--- config.mk ---
export PLATFORM = sky130hd
export DESIGN_NAME = m7bg_xform
export DESIGN_NICKNAME = d
export VERILOG_FILES = /design/src/rtl/m7bg_pkg.sv /design/src/rtl/m7bg_xform.sv
export SDC_FILE = /design/constraint.sdc
export NUM_CORES = 2
export LEC_CHECK = 0
export ABC_AREA = 1
export CAP_MARGIN = 20
export CORE_UTILIZATION = 60
export DETAILED_ROUTE_END_ITERATION = 16
export DONT_BUFFER_PORTS = 1
export GPL_TIMING_DRIVEN = 0
export PLACE_DENSITY = 0.76
export SYNTH_ARGS = -nofsm -noshare
export SYNTH_HDL_FRONTEND = slang
export SYNTH_SLANG_ARGS = --single-unit
export TNS_END_PERCENT = 10
--- constraint.sdc ---
create_clock -name clk -period 11.2 [get_ports clk]
set_input_delay 2.24 -clock clk [delete_from_list [all_inputs] [get_ports clk]]
set_output_delay 2.24 -clock clk [all_outputs]
set_load 0.02 [all_outputs]
--- src/rtl/m7bg_pkg.sv ---
`default_nettype none

package m7bg_pkg;

  localparam int unsigned STORE_DEPTH = 16384;
  localparam int unsigned CFG_IDX_W   = 3;
  localparam int unsigned CFG_DATA_W  = 16;

  typedef enum logic [1:0] {
    CMD_MAP_WR = 2'd0,
    CMD_CHR_WR = 2'd1,
    CMD_LINE   = 2'd2,
    CMD_PIXEL  = 2'd3
  } cmd_t;

  typedef enum logic [CFG_IDX_W-1:0] {
    REG_MATRIX_A     = 3'd0,
    REG_MATRIX_B     = 3'd1,
    REG_MATRIX_C     = 3'd2,
    REG_MATRIX_D     = 3'd3,
    REG_CENTER_X     = 3'd4,
    REG_CENTER_Y     = 3'd5,
    REG_WRAP_MODE    = 3'd6,
    REG_SECOND_LAYER = 3'd7
  } cfg_reg_t;

  localparam logic [1:0] WRAP_TRANSP = 2'd2;
  localparam logic [1:0] WRAP_TILE0  = 2'd3;

  typedef struct packed {
    logic signed [15:0] matrix_a;
    logic signed [15:0] matrix_b;
    logic signed [15:0] matrix_c;
    logic signed [15:0] matrix_d;
    logic signed [12:0] center_x;
    logic signed [12:0] center_y;
    logic        [1:0]  wrap_mode;
    logic               second_layer;
  } cfg_t;

  typedef struct packed {
    logic               valid;
    cmd_t               cmd;
    logic [13:0]        addr;
    logic [7:0]         wbyte;
    logic [7:0]         line_y;
    logic signed [12:0] scroll_h;
    logic signed [12:0] scroll_v;
    logic [7:0]         pixel_x;
  } in_beat_t;

  // map position after the shift by eight, 24 significant bits
  typedef struct packed {
    logic        valid;
    cmd_t        cmd;
    logic [13:0] addr;
    logic [7:0]  wbyte;
    logic [23:0] px;
    logic [23:0] py;
  } xf_beat_t;

endpackage

`default_nettype wire

--- src/rtl/m7bg_xform.sv ---
`default_nettype none

module m7bg_xform
  import m7bg_pkg::*;
(
  input  wire logic     clk,
  input  wire logic     rst_n,
  input  wire logic     adv,
  input  wire in_beat_t in_beat,
  input  wire cfg_t     cfg,
  output xf_beat_t      xf_beat
);

  // stage 1: clipped offsets and column products
  logic               s1_valid_r;
  cmd_t               s1_cmd_r;
  logic [13:0]        s1_addr_r;
  logic [7:0]         s1_wbyte_r;
  logic [7:0]         s1_y_r;
  logic signed [10:0] s1_ch_r;
  logic signed [10:0] s1_cv_r;
  logic signed [23:0] s1_pax_r;
  logic signed [23:0] s1_pcx_r;

  logic signed [13:0] dh;
  logic signed [13:0] dv;
  logic signed [24:0] pax_full;
  logic signed [24:0] pcx_full;

  assign dh = 14'(in_beat.scroll_h) - 14'(cfg.center_x);
  assign dv = 14'(in_beat.scroll_v) - 14'(cfg.center_y);
  assign pax_full = cfg.matrix_a * $signed({1'b0, in_beat.pixel_x});
  assign pcx_full = cfg.matrix_c * $signed({1'b0, in_beat.pixel_x});

  always_ff @(posedge clk) begin
    if (!rst_n) begin
      s1_valid_r <= 1'b0;
    end else if (adv) begin
      s1_valid_r <= in_beat.valid;
    end
  end

  always_ff @(posedge clk) begin
    if (adv) begin
      s1_cmd_r   <= in_beat.cmd;
      s1_addr_r  <= in_beat.addr;
      s1_wbyte_r <= in_beat.wbyte;
      s1_y_r     <= in_beat.line_y;
      s1_ch_r    <= {dh[13], dh[9:0]};
      s1_cv_r    <= {dv[13], dv[9:0]};
      s1_pax_r   <= pax_full[23:0];
      s1_pcx_r   <= pcx_full[23:0];
    end
  end

  // stage 2: line products, low six bits dropped
  logic               s2_valid_r;
  cmd_t               s2_cmd_r;
  logic [13:0]        s2_addr_r;
  logic [7:0]         s2_wbyte_r;
  logic signed [23:0] s2_pax_r;
  logic signed [23:0] s2_pcx_r;
  logic signed [20:0] s2_ach_r, s2_bcv_r, s2_by_r;
  logic signed [20:0] s2_cch_r, s2_dcv_r, s2_dy_r;

  logic signed [26:0] ach, bcv, by, cch, dcv, dy;

  assign ach = cfg.matrix_a * s1_ch_r;
  assign bcv = cfg.matrix_b * s1_cv_r;
  assign by  = cfg.matrix_b * $signed({1'b0, s1_y_r});
  assign cch = cfg.matrix_c * s1_ch_r;
  assign dcv = cfg.matrix_d * s1_cv_r;
  assign dy  = cfg.matrix_d * $signed({1'b0, s1_y_r});

  always_ff @(posedge clk) begin
    if (!rst_n) begin
      s2_valid_r <= 1'b0;
    end else if (adv) begin
      s2_valid_r <= s1_valid_r;
    end
  end

  always_ff @(posedge clk) begin
    if (adv) begin
      s2_cmd_r   <= s1_cmd_r;
      s2_addr_r  <= s1_addr_r;
      s2_wbyte_r <= s1_wbyte_r;
      s2_pax_r   <= s1_pax_r;
      s2_pcx_r   <= s1_pcx_r;
      s2_ach_r   <= ach[26:6];
      s2_bcv_r   <= bcv[26:6];
      s2_by_r    <= by[26:6];
      s2_cch_r   <= cch[26:6];
      s2_dcv_r   <= dcv[26:6];
      s2_dy_r    <= dy[26:6];
    end
  end

  // stage 3: line base update, pixel position
  logic [31:0] line_base_x_r, line_base_y_r;
  logic [31:0] line_base_x_nxt, line_base_y_nxt;
  logic [31:0] sum_x, sum_y;

  assign line_base_x_nxt = {{5{s2_ach_r[20]}}, s2_ach_r, 6'd0}
                         + {{5{s2_bcv_r[20]}}, s2_bcv_r, 6'd0}
                         + {{5{s2_by_r[20]}}, s2_by_r, 6'd0}
                         + {{11{cfg.center_x[12]}}, cfg.center_x, 8'd0};
  assign line_base_y_nxt = {{5{s2_cch_r[20]}}, s2_cch_r, 6'd0}
                         + {{5{s2_dcv_r[20]}}, s2_dcv_r, 6'd0}
                         + {{5{s2_dy_r[20]}}, s2_dy_r, 6'd0}
                         + {{11{cfg.center_y[12]}}, cfg.center_y, 8'd0};

  assign sum_x = line_base_x_r + {{8{s2_pax_r[23]}}, s2_pax_r};
  assign sum_y = line_base_y_r + {{8{s2_pcx_r[23]}}, s2_pcx_r};

  always_ff @(posedge clk) begin
    if (!rst_n) begin
      line_base_x_r <= '0;
      line_base_y_r <= '0;
    end else if (adv && s2_valid_r && s2_cmd_r == CMD_LINE) begin
      line_base_x_r <= line_base_x_nxt;
      line_base_y_r <= line_base_y_nxt;
    end
  end

  logic        s3_valid_r;
  cmd_t        s3_cmd_r;
  logic [13:0] s3_addr_r;
  logic [7:0]  s3_wbyte_r;
  logic [23:0] s3_px_r;
  logic [23:0] s3_py_r;

  always_ff @(posedge clk) begin
    if (!rst_n) begin
      s3_valid_r <= 1'b0;
    end else if (adv) begin
      s3_valid_r <= s2_valid_r;
    end
  end

  always_ff @(posedge clk) begin
    if (adv) begin
      s3_cmd_r   <= s2_cmd_r;
      s3_addr_r  <= s2_addr_r;
      s3_wbyte_r <= s2_wbyte_r;
      s3_px_r    <= sum_x[31:8];
      s3_py_r    <= sum_y[31:8];
    end
  end

  always_comb begin
    xf_beat.valid = s3_valid_r;
    xf_beat.cmd   = s3_cmd_r;
    xf_beat.addr  = s3_addr_r;
    xf_beat.wbyte = s3_wbyte_r;
    xf_beat.px    = s3_px_r;
    xf_beat.py    = s3_py_r;
  end

endmodule

`default_nettype wire

# After elaboration in Yosys (flattened, before gate mapping)
# Cells that the tools add are included.
[totals]
ff_bits = 435
inputBits = 163
wordCells = 50
[op_classes]
addsub = 10
multipliers = 8
n_eq_ne = 1
reduce_logical = 2
[op_table]
columns = ["cell", "count"]
rows = [
  ["16-bit by 11-bit multiplier with 27-bit output", 4],
  ["32-bit adder", 2],
  ["29-bit by 21-bit adder with 30-bit output", 2],
  ["28-bit by 25-bit adder with 29-bit output", 2],
  ["27-bit by 27-bit adder with 28-bit output", 2],
  ["16-bit by 9-bit multiplier with 25-bit output", 2],
  ["16-bit by 9-bit multiplier with 24-bit output", 2],
  ["13-bit by 13-bit subtractor with 14-bit output", 2],
  ["2-bit == test (second input constant)", 1],
  ["1-bit logical AND", 2],
]

# Longest topological paths before layout
[depth]
depth_word = 3
ltp_mapped = 25
ltp_nobuf = 23

# Least setup slack after synthesis
# Ideal clock, no wire load.
[synth_path]
path_kind = "input port to flip-flop"
from = "in cfg[53] (netlist bit)"
to = "reg s2_cch_r[13] (data pin)"
arrival_ns = 6.689
required_ns = 10.941
slack_ns = 4.252
cell_stages = 20
path_buffers = 3
cell_sequence = "clkbuf_1 > buf_1 > nand2_1 > fa_1 > fa_1 > inv_1 > fa_1 > fa_1 > inv_1 > fa_1 > inv_1 > ha_1 > buf_2 > a21oi_1 > o21ai_0 > a21oi_1 > nand2_1 > nand2_1 > nand2_1 > xor2_1"
[synth_via]
elab_chain_len = 1
[synth_lines]
columns = ["element", "line", "text"]
rows = [
  ["start, declared", "m7bg_xform.sv:10", "input wire cfg_t cfg,"],
  ["16-bit by 11-bit multiplier with 27-bit output", "m7bg_xform.sv:71", "assign cch = cfg.matrix_c * s1_ch_r;"],
  ["named net cch[19]", "m7bg_xform.sv:66", "logic signed [26:0] ach, bcv, by, cch, dcv, dy;"],
  ["end signal, assigned", "m7bg_xform.sv:93", "s2_cch_r <= cch[26:6];"],
  ["end, declared", "m7bg_xform.sv:64", "logic signed [20:0] s2_cch_r, s2_dcv_r, s2_dy_r;"],
]
# The timed path passes the listed nets, and every way through them passes these cells.
# A chain may end at the register's enable or synchronous reset.

# Final worst setup path
[layout_path]
from = "in cfg[92] (netlist bit)"
to = "reg s2_ach_r[20] (data pin)"
[layout_via]
elab_chain_len = 1
[layout_lines]
columns = ["element", "line", "text"]
rows = [
  ["16-bit by 11-bit multiplier with 27-bit output", "m7bg_xform.sv:68", "assign ach = cfg.matrix_a * s1_ch_r;"],
  ["named net ach[26]", "m7bg_xform.sv:66", ""],
  ["end signal, assigned", "m7bg_xform.sv:90", "s2_ach_r <= ach[26:6];"],
  ["end, declared", "m7bg_xform.sv:63", "logic signed [20:0] s2_ach_r, s2_bcv_r, s2_by_r;"],
]
# The timed path passes the listed nets, and every way through them passes these cells.

==> flow_summary.json <==
{
  "setup-violations-final": 0,
  "synth-seq-area-share": 0.171,
  "drc_errors": 0,
  "grt_overflow": 0,
  "crit_path_max_incr_delay_ps": 710,
  "netlist_instances": 8178,
  "finish.utilization": 0.638,
  "layoutNonFillerInstCount": 9746,
  "synth-edff-count": 344,
  "finalSetupTns_ps": 0,
  "arrival_ps": 8050,
  "start_util": 0.607,
  "cts_tree": "yes",
  "synth_mux_area_frac": 0,
  "antenna_found_initial": 13,
  "pin_count": 236,
  "h-tree-depth": 2,
  "path_clk_slew_ps": 60,
  "final_cell_mix": "inv_1 (2237), nand2_1 (2017), fa_1 (1126)",
  "port_buffers": 0,
  "ys_ff_latch": 395,
  "numCtsBuffers": 47,
  "ys_types": 49,
  "drt_first_pass_iters": 6,
  "fp-row-count": 121,
  "synth_top_family_by_area": "adder cells",
  "synth_compound_area_frac": 0.0486,
  "setup_ws_ps": 3510,
  "synth-adder-area-share": 0.436,
  "post-route-period-util": 0.686,
  "worst_setup_path_end_kind": "flop",
  "clockRootBuffer": "clkbuf_16",
  "synthesis.nets": 9981,
  "dieArea_um2": 112000,
  "hp-class": "reg -> reg",
  "rsz0062_at_grt": "no",
  "drtIter0Drc": 4579,
  "clockBufferDepth": 3,
  "clock.fmax_mhz": 130,
  "status": "finished clean",
  "coreArea_um2": 109000,
  "avgSynthCellArea_um2": 8.12,
  "antenna_left": 0,
  "grt_pass1_wl_um": 306000,
  "cts_hold_buf": 0,
  "clock-sinks": 395,
  "cts_setup_buffers": 0,
  "layout-drive-gt1-share": 0.0178,
  "yosysWarnings": 0,
  "crit_buf_inv": 7,
  "pre_cts_slack_ps": 2940,
  "gp_congestion": 0.984,
  "cp_top_family": "adder cells",
  "hold_viol_final": 0,
  "synth_ff_type": "edfxtp_1",
  "placed_cells": 9655,
  "worstSetupPathType": "in -> reg",
  "layout_commonest_cell": "inv_1",
  "clock_skew_ps": 45.3,
  "worst_pin_slew_ps": 1160,
  "vias_per_cell": 5.42,
  "synth.cell_area_um2": 66400,
  "dp_hpwl_um": 167000,
  "required_ps": 11570,
  "cts_resized": 0,
  "path_cells": "clkbuf_1, buf_1, nand2_1, fa_1, inv_1, fa_1, inv_1, fa_1, inv_1, fa_1, fa_1, ha_1, nand2_1, inv_1, nand3_1, nor3_1, o21ai_0, nand3_1, inv_1, nand2_1, nand2_1",
  "clock_latency_ps": 680,
  "final-max-slew-violation-count": 0,
  "grt_max_degree": 349,
  "synthArstFlopShare": 0,
  "die_w_um": 335,
  "slew_headroom": 0.225,
  "fp.dieH_um": 335,
  "wl_per_cell_um": 20.2,
  "crit_path_top_delay_cell": "clkbuf_1",
  "synth_xor_area_frac": 0.0302,
  "grt_pass1_vias": 53959,
  "start_kind": "primary input",
  "vias": 52826,
  "synthSimpleGateAreaFrac": 0.172,
  "min_period_ps": 7690,
  "fin_nets": 10031,
  "max_cap_viol_count": 0,
  "syn2layout_area_growth_pct": 5.11,
  "drt-total-wl_um": 197000,
  "grt_use_total": 0.361,
  "path_max_fanout": 10
}
## cell type report
cell class                 instances  area (um^2)
antenna                            3         7.51
buffer                           255          983
clock buffer                      53         1210
clock inverter                    35          320
fill                            9653        39500
inverter                        2238         8400
multi-input combinational       5290        45600
sequential                       395        11400
tap                             1476         1850
timing repair buffer               1         7.51
## synth_stat cells, types with 8 or more instances
library cell,instances,area (um^2)
nand4_1,52,325
nor2_1,436,1640
or2_2,17,106
nor4_1,20,125
ha_1,514,6430
o21a_1,10,75.1
xor2_1,170,1490
o21ai_1,8,40.0
edfxtp_1,344,10300
a211oi_1,11,82.6
a21o_1,31,233
nand2_2,21,131
clkbuf_1,195,732
a31oi_1,8,50.1
nor3_1,49,245
a21boi_0,13,97.6
o21ai_0,149,746
xnor2_1,59,517
inv_1,2237,8400
a21oi_1,276,1380
nand3_1,205,1030
nand2_1,2017,7570
nand3b_1,14,105
o21bai_1,42,315
fa_1,1126,22500
dfxtp_1,51,1020
buf_1,49,184
## registers in the layout, summed over array words and instances (netlist names), 21 cells and up
name and count:
line_base_x_r 24, line_base_y_r 24, s2_ach_r 21, s2_bcv_r 21, s2_cch_r 21, s2_dcv_r 21, s3_px_r 24, s3_py_r 24
## kinds of logic (layout without fill, tap and decap cells)
| logic type | count (synthesis) | after routing |
|---|---|---|
| compound gates | 570 | 570 |
| xor+xnor | 229 | 229 |
| fa+ha+maj | 1640 | 1640 |
| buf+inv | 2493 | 2582 |
| flops | 395 | 395 |
| other cells | 0 | 3 |
| simple gates | 2851 | 2851 |
## per-layer routing
layer / GRT usage / wire length [um]
met2: 0.576 / 89400
met3: 0.0719 / 18900
met4: 0.151 / 9360
met1: 0.482 / 79500
met5: 0 / 151
## worst paths after layout
kind,start,end,slack [ps],cells past startpoint
hold / removal,s1_pcx_r[7],s2_pcx_r[7],400,0
setup / recovery,cfg[92],s2_ach_r[20],3510,21
hold reg to reg,s1_pcx_r[7],s2_pcx_r[7],400,0
setup reg to reg,s1_cv_r[6],s2_bcv_r[13],4950,21
## metrics by stage
step	instance area (um^2)	hold WS [ps]
finish	69800	401
global route	69800	407
CTS	69800	399
detailed placement	68200	405
global placement	68200	401
floorplan	66400	400
Power is left out: the tool's default activity adds up to more than one toggle a clock period on the data nets, which glitch-free logic cannot reach.
